===== src/rtl/core/pointing_row_search_assert.svh =====
// ----------------------------------------------------------------------------
// pointing_row_search_assert.svh
// assertion macros shared by the row search rtl
// ----------------------------------------------------------------------------
`ifndef POINTING_ROW_SEARCH_ASSERT_SVH
`define POINTING_ROW_SEARCH_ASSERT_SVH

// same-cycle implication, disabled in reset
`define PRS_ASSERT_IMP(label, clk, rst, pre, post) \
  label: assert property (@(posedge clk) disable iff (rst) (pre) |-> (post)) \
    else $error("row search assertion failed");

// next-cycle implication, disabled in reset
`define PRS_ASSERT_NEXT(label, clk, rst, pre, post) \
  label: assert property (@(posedge clk) disable iff (rst) (pre) |=> (post)) \
    else $error("row search assertion failed");

`endif


===== src/rtl/core/prs_pkg.sv =====
// ----------------------------------------------------------------------------
// prs_pkg
// shared constants and types for the pointing row search block
// ----------------------------------------------------------------------------
`default_nettype none

package prs_pkg;

  // default sizing
  localparam int DEPTH_DEFAULT        = 1024;
  localparam int ANTENNA_BITS_DEFAULT = 8;
  localparam int TIME_BITS_DEFAULT    = 48;

  // operation codes carried in the input tuser
  localparam logic [1:0] OP_APPEND = 2'd0;
  localparam logic [1:0] OP_CLEAR  = 2'd1;
  localparam logic [1:0] OP_QUERY  = 2'd2;

  // result flags handed from the search engine to the output stage
  typedef struct packed {
    logic table_full;
    logic found;
  } prs_flags_t;

endpackage

`default_nettype wire


===== src/rtl/core/prs_search.sv =====
// ----------------------------------------------------------------------------
// prs_search
// command sequencer: appends rows, clears the table and walks the row
// store for a query, with a neighbour search for rows of zero interval
// ----------------------------------------------------------------------------
`default_nettype none

`include "pointing_row_search_assert.svh"

module prs_search
  import prs_pkg::*;
#(
  parameter int DEPTH        = DEPTH_DEFAULT,
  parameter int ANTENNA_BITS = ANTENNA_BITS_DEFAULT,
  parameter int TIME_BITS    = TIME_BITS_DEFAULT
) (
  input  wire logic                                      clk,
  input  wire logic                                      rst,
  // command beat
  input  wire logic                                      in_valid,
  output logic                                           in_ready,
  input  wire logic [1:0]                                in_op,
  input  wire logic [ANTENNA_BITS-1:0]                   in_antenna,
  input  wire logic [TIME_BITS-1:0]                      in_time,
  input  wire logic [TIME_BITS-1:0]                      in_span,
  input  wire logic [$clog2(DEPTH+1)-1:0]                in_start,
  // row store
  output logic                                           wr_en,
  output logic [$clog2(DEPTH)-1:0]                       wr_addr,
  output logic [ANTENNA_BITS+2*TIME_BITS-1:0]            wr_data,
  output logic                                           rd_en,
  output logic [$clog2(DEPTH)-1:0]                       rd_addr,
  input  wire logic [ANTENNA_BITS+2*TIME_BITS-1:0]       rd_data,
  // result
  output logic                                           res_valid,
  input  wire logic                                      res_ready,
  output prs_flags_t                                     res_flags,
  output logic [$clog2(DEPTH)-1:0]                       res_index
);

  localparam int AW = $clog2(DEPTH);
  localparam int CW = $clog2(DEPTH+1);

  localparam logic [3:0] S_IDLE     = 4'd0;
  localparam logic [3:0] S_SCAN_RD  = 4'd1;
  localparam logic [3:0] S_SCAN_EV  = 4'd2;
  localparam logic [3:0] S_SCAN_CMP = 4'd3;
  localparam logic [3:0] S_SUB_RD   = 4'd4;
  localparam logic [3:0] S_SUB_EV   = 4'd5;
  localparam logic [3:0] S_SUB_CMP  = 4'd6;
  localparam logic [3:0] S_RESP     = 4'd7;

  logic [3:0]              state;
  logic [CW-1:0]           count;
  logic [ANTENNA_BITS-1:0] ant;
  logic [TIME_BITS-1:0]    qtime;
  logic [AW-1:0]           row_i;
  logic [CW-1:0]           left;
  logic [AW-1:0]           sub_j;
  logic                    sub_down;
  logic [TIME_BITS-1:0]    row_t;
  logic [TIME_BITS-1:0]    row_s;
  logic [TIME_BITS-1:0]    dq;
  logic [TIME_BITS-1:0]    od;

  logic [ANTENNA_BITS-1:0] rd_ant;
  logic [TIME_BITS-1:0]    rd_time;
  logic [TIME_BITS-1:0]    rd_span;
  logic [CW-1:0]           clamp;
  logic                    table_at_limit;
  logic                    row_is_last;
  logic [AW-1:0]           row_next;
  logic                    up_has_more;
  logic                    sub_hit;
  logic                    span_fits;
  logic                    other_fits;

  function automatic logic [TIME_BITS-1:0] abs_diff(input logic [TIME_BITS-1:0] a,
                                                    input logic [TIME_BITS-1:0] b);
    abs_diff = (a >= b) ? (a - b) : (b - a);
  endfunction

  // row layout: time low, span, antenna high
  assign rd_time = rd_data[TIME_BITS-1:0];
  assign rd_span = rd_data[2*TIME_BITS-1:TIME_BITS];
  assign rd_ant  = rd_data[ANTENNA_BITS+2*TIME_BITS-1:2*TIME_BITS];

  // scan bookkeeping
  assign clamp          = (in_start > count) ? count : in_start;
  assign table_at_limit = (count == CW'(DEPTH));
  assign row_is_last    = ((CW'(row_i) + CW'(1)) == count);
  assign row_next       = row_is_last ? '0 : row_i + AW'(1);
  assign up_has_more    = ((CW'(sub_j) + CW'(1)) < count);
  assign sub_hit        = (rd_ant == ant) && (rd_time != row_t);

  // doubled distance against interval or neighbour gap
  assign span_fits  = ({dq, 1'b0} <= {1'b0, row_s});
  assign other_fits = ({dq, 1'b0} <= {1'b0, od});

  // store ports: write on an accepted append while the table is not full, read in the read states
  assign in_ready  = (state == S_IDLE);
  assign wr_en     = in_valid && (state == S_IDLE) && (in_op == OP_APPEND) && !table_at_limit;
  assign wr_addr   = count[AW-1:0];
  assign wr_data   = {in_antenna, in_span, in_time};
  assign rd_en     = (state == S_SCAN_RD) || (state == S_SUB_RD);
  assign rd_addr   = (state == S_SUB_RD) ? sub_j : row_i;
  assign res_valid = (state == S_RESP);

  // sequencer
  always_ff @(posedge clk) begin
    if (rst) begin
      state <= S_IDLE;
      count <= '0;
    end else begin
      case (state)
        S_IDLE: begin
          if (in_valid) begin
            ant       <= in_antenna;
            qtime     <= in_time;
            res_flags <= '0;
            res_index <= '0;
            state     <= S_RESP;
            case (in_op)
              OP_APPEND: begin
                if (table_at_limit) begin
                  res_flags.table_full <= 1'b1;
                end else begin
                  res_index <= count[AW-1:0];
                  count     <= count + CW'(1);
                end
              end
              OP_CLEAR: begin
                count <= '0;
              end
              OP_QUERY: begin
                if (count != '0) begin
                  row_i <= (clamp == count) ? '0 : clamp[AW-1:0];
                  left  <= count;
                  state <= S_SCAN_RD;
                end
              end
              default: begin
              end
            endcase
          end
        end
        S_SCAN_RD: begin
          state <= S_SCAN_EV;
        end
        S_SCAN_EV: begin
          if (rd_ant == ant) begin
            row_t <= rd_time;
            row_s <= rd_span;
            dq    <= abs_diff(rd_time, qtime);
            state <= S_SCAN_CMP;
          end else if (left == CW'(1)) begin
            state <= S_RESP;
          end else begin
            left  <= left - CW'(1);
            row_i <= row_next;
            state <= S_SCAN_RD;
          end
        end
        S_SCAN_CMP: begin
          if (row_s == '0) begin
            // zero interval: look for a neighbour of the same antenna
            if ((CW'(row_i) + CW'(1)) < count) begin
              sub_j    <= row_i + AW'(1);
              sub_down <= 1'b0;
              state    <= S_SUB_RD;
            end else if (row_i != '0) begin
              sub_j    <= row_i - AW'(1);
              sub_down <= 1'b1;
              state    <= S_SUB_RD;
            end else begin
              res_flags.found <= 1'b1;
              res_index       <= row_i;
              state           <= S_RESP;
            end
          end else if (row_s[TIME_BITS-1] || span_fits) begin
            res_flags.found <= 1'b1;
            res_index       <= row_i;
            state           <= S_RESP;
          end else if (left == CW'(1)) begin
            state <= S_RESP;
          end else begin
            left  <= left - CW'(1);
            row_i <= row_next;
            state <= S_SCAN_RD;
          end
        end
        S_SUB_RD: begin
          state <= S_SUB_EV;
        end
        S_SUB_EV: begin
          if (sub_hit) begin
            od    <= abs_diff(rd_time, row_t);
            state <= S_SUB_CMP;
          end else if (!sub_down && up_has_more) begin
            sub_j <= sub_j + AW'(1);
            state <= S_SUB_RD;
          end else if (!sub_down && (row_i != '0)) begin
            sub_j    <= row_i - AW'(1);
            sub_down <= 1'b1;
            state    <= S_SUB_RD;
          end else if (sub_down && (sub_j != '0)) begin
            sub_j <= sub_j - AW'(1);
            state <= S_SUB_RD;
          end else begin
            // no neighbour at all: the row matches
            res_flags.found <= 1'b1;
            res_index       <= row_i;
            state           <= S_RESP;
          end
        end
        S_SUB_CMP: begin
          if (other_fits) begin
            res_flags.found <= 1'b1;
            res_index       <= row_i;
            state           <= S_RESP;
          end else if (left == CW'(1)) begin
            state <= S_RESP;
          end else begin
            left  <= left - CW'(1);
            row_i <= row_next;
            state <= S_SCAN_RD;
          end
        end
        S_RESP: begin
          if (res_ready) begin
            state <= S_IDLE;
          end
        end
        default: begin
          state <= S_IDLE;
        end
      endcase
    end
  end

  // checks
  `PRS_ASSERT_IMP(a_count_bound, clk, rst, 1'b1, count <= CW'(DEPTH))
  `PRS_ASSERT_IMP(a_no_rw_overlap, clk, rst, wr_en, !rd_en)
  `PRS_ASSERT_IMP(a_found_in_table, clk, rst, res_valid && res_flags.found, CW'(res_index) < count)
  `PRS_ASSERT_IMP(a_flags_exclusive, clk, rst, res_valid, !(res_flags.found && res_flags.table_full))
  `PRS_ASSERT_NEXT(a_busy_after_beat, clk, rst, in_valid && in_ready, !in_ready)

endmodule

`default_nettype wire


===== config.mk =====
export PLATFORM = sky130hd
export DESIGN_NAME = prs_search
export DESIGN_NICKNAME = d
export VERILOG_FILES = /design/src/rtl/core/prs_pkg.sv /design/src/rtl/core/prs_search.sv
export VERILOG_INCLUDE_DIRS = /design/src /design/src/rtl/core
export SDC_FILE = /design/constraint.sdc
export NUM_CORES = 1
export LEC_CHECK = 0
export ABC_AREA = 1
export BUFFER_PORTS_ARGS = -buffer_cell sky130_fd_sc_hd__buf_2
export CORE_MARGIN = 1.5
export CORE_UTILIZATION = 44
export CTS_BUF_LIST = sky130_fd_sc_hd__clkbuf_8
export CTS_CLUSTER_DIAMETER = 60
export DETAILED_ROUTE_END_ITERATION = 16
export HOLD_SLACK_MARGIN = 0.08
export PLACE_DENSITY = 0.6
export SYNTH_ARGS = -nofsm -noshare
export SYNTH_HDL_FRONTEND = slang
export SYNTH_SLANG_ARGS = --single-unit

===== constraint.sdc =====
create_clock -name clk -period 19.39 [get_ports clk]
set_input_delay 0.9695 -clock clk [delete_from_list [all_inputs] [get_ports clk]]
set_output_delay 0.9695 -clock clk [all_outputs]
set_load 0.03 [all_outputs]

==> impl_metrics.json <==
{
  "ioPinCount": 365,
  "rsz0062_at_grt": "false",
  "arrival_ns": 4.78,
  "status": "finished, final reports clean",
  "p_per_area_nw_per_um2": 78.7,
  "overflow": 0,
  "clk_latency_ns": 0.72,
  "nNetsFinal": 4891,
  "synth_area_um2": 30900,
  "crit_chain": "ha_1, nand3_1, nor3_1, xor2_1, ha_1, a21oi_1, o21ai_0, a21oi_1, nand2_1, nand2_1, o21ai_0, inv_1, nand4_1, nor2_1",
  "leakagePower_nw": 15.9,
  "fmax_ghz": 0.225,
  "ys.flop_type": "edfxtp_1",
  "clock_path_buffers": 3,
  "io_buffers": 268,
  "cp_slowest_cell": "nor2_1",
  "final.setup_skew_ns": 0.0352,
  "die_x_um": 268,
  "cts_tree": "done",
  "postCtsSetupRepairBufs": 0,
  "cap_viol_max_count": 0,
  "cts_sinks": 306,
  "path_max_fanout": 16,
  "setup_tns_ns": 0,
  "grt_pass1_wl_um": 181000,
  "gp_congestion": 1.05,
  "coreArea_um2": 69800,
  "start_kind": "flip-flop",
  "grt_pass1_vias": 27800,
  "antenna_found_initial": 4,
  "cts_max_level": 2,
  "drt_iter0_markers": 2783,
  "setup_violations": 0,
  "ctsResizeCount": 0,
  "grt_max_degree": 145,
  "synth-edff-count": 292,
  "syn_area_per_cell_um2": 7.35,
  "cts_root_buffer": "clkbuf_8",
  "synth_warnings": 0,
  "wl_um": 127000,
  "synth_fp_nets": 4766,
  "finalMaxSlewViolations": 0,
  "vias": 29000,
  "start_util": 0.443,
  "cts-buffers-inserted": 61,
  "ys_seq_area_frac": 0.292,
  "ir_worst_vdd_v": 0.0000605,
  "synth_seq_cells": 306,
  "hold-worst-slack_ns": 0.426,
  "synth_cells": 4212,
  "hp-class": "primary input to flip-flop",
  "pre_cts_ws_ns": 14.90,
  "max_stage_delay_ns": 0.72,
  "end_kind": "flip-flop",
  "wl_per_cell_um": 23.8,
  "hpwl_um": 108000,
  "rows": 97,
  "drc": 0,
  "async_flop_share": 0,
  "worst_slack_ns": 14.94,
  "worst_slew_pin_slew_ns": 1.30,
  "grt.total_usage": 0.348,
  "firstDrtPassIters": 6,
  "min_period_over_period": 0.230,
  "clk_pin_slew_worst_paths_ns": 0.06,
  "avgViaCountPerCell": 5.44,
  "syn_to_final_growth_pct": 8.00,
  "path_class": "flip-flop to flip-flop",
  "fin_crit_ns": 4.45,
  "drive_gt1_frac": 0.132,
  "synthDistinctLibCells": 70,
  "dieArea_um2": 71900,
  "die_y_um": 268,
  "slew_headroom": 0.128,
  "cts_hold_buf": 0,
  "hold_violations": 0,
  "final_antenna_net_count": 0,
  "required_ns": 19.72
}
## layer usage
metal  vias to the layer above  GRT usage  wire (µm)
met1                     13500      0.484      56800
met2                      1291      0.544      55500
met5                         -          0         16
met3                       244     0.0387       8520
li1                      13900          -          -
met4                         2      0.151       5990
## flip-flops by register name (all words and copies together), names as in the netlist
name,cells
qtime,48
left,11
res_flags,2
state,3
od,48
dq,48
row_t,48
row_i,10
res_index,10
ant,8
sub_j,10
sub_down,1
count,11
row_s,48
## stage by stage
step	area, µm²	power, mW	cells	utilization
4_1_cts	33400	2.62	5326	0.479
5_1_grt	33400	2.75	5328	0.479
3_5_place_dp	32100	1.86	5214	0.459
2_1_floorplan	30900	1.53	4212	-
3_3_place_gp	32100	1.87	5214	0.459
6_report	33400	2.63	5329	0.479
## cells in the final DEF (no fill, tap or decap), drive strengths merged, types with 41 or more instances in the layout
cell | synthesis | final
nor3 | 45 | 45
xor2 | 198 | 198
ha | 324 | 324
o21bai | 59 | 59
o21ai | 261 | 261
nand4 | 41 | 41
a21oi | 358 | 358
nand2 | 994 | 994
inv | 676 | 688
nand3 | 174 | 174
nor2 | 376 | 376
edfxtp | 292 | 292
buf | 193 | 275
clkbuf | 20 | 65
## critical path, delay by kind of cell (launching register included)
family,cells,cell delay [ns]
AO/OA/AOI/OAI,4,0.50
XOR/XNOR,1,0.46
adder cells (fa/ha/maj),2,0.57
buffers and inverters,1,0.10
flip-flops,1,0.48
AND/OR/NAND/NOR,6,1.96
## cell type report
| type | instances | area, µm² |
|---|---|---|
| Clock inverter | 47 | 460 |
| Fill cell | 7163 | 36400 |
| Timing Repair Buffer | 275 | 1410 |
| Clock buffer | 65 | 895 |
| Tap cell | 940 | 1180 |
| Inverter | 680 | 2560 |
| Multi-Input combinational cell | 3013 | 17900 |
| Antenna cell | 3 | 7.51 |
| Sequential cell | 306 | 9050 |
## power by group
part | leakage (nW) | switching, mW | internal [mW]
Clock | 0.721 | 0.332 | 0.422
Sequential | 2.77 | 0.0387 | 0.809
Combinational | 12.5 | 0.747 | 0.284
Total | 15.9 | 1.12 | 1.51
## Yosys cell counts (all sizes together) (2+ instances only)
library cell | instances | area share
nand2 | 994 | 0.13
inv | 676 | 0.082
nor2 | 376 | 0.050
a21oi | 358 | 0.059
ha | 324 | 0.13
edfxtp | 292 | 0.28
o21ai | 261 | 0.043
xor2 | 198 | 0.056
buf | 193 | 0.046
nand3 | 174 | 0.028
o21bai | 59 | 0.015
nor3 | 45 | 0.010
nand4 | 41 | 0.0083
a21o | 34 | 0.0085
a31oi | 21 | 0.0042
xnor2 | 21 | 0.0059
clkbuf | 20 | 0.0027
dfxtp | 14 | 0.0091
a211oi | 13 | 0.0033
o21a | 12 | 0.0029
a21boi | 11 | 0.0028
nor4 | 11 | 0.0047
o211ai | 11 | 0.0027
or2 | 8 | 0.0016
o22ai | 7 | 0.0014
a22oi | 5 | 0.0012
fa | 5 | 0.0032
clkinv | 4 | 0.00049
nand3b | 4 | 0.0011
nor3b | 4 | 0.00097
a221oi | 2 | 0.00057
a32oi | 2 | 0.00057
and3 | 2 | 0.00040
o31ai | 2 | 0.00049
o41ai | 2 | 0.00081
## cells by family (layout without fill, tap and decap cells)
group,Yosys count,count (layout),synth area share
buf+inv,893,1067,0.131
fa+ha+maj,329,329,0.134
simple gates,1660,1660,0.233
other cells,0,3,0
compound gates,804,804,0.147
mux,1,1,0.000324
xor+xnor,219,219,0.0620
flops,306,306,0.292
## path summary, 6_finish.rpt
path               start         to  slack, ns  cells past startpoint
max reg2reg     row_i[1]   sub_j[7]      14.94                     14
max             row_i[1]   sub_j[7]      14.94                     14
min reg2reg    count[10]  count[10]       0.54                      2
min          rd_data[88]  row_s[40]       0.43                      1
No activity file was read; power rests on OpenSTA's default activity.
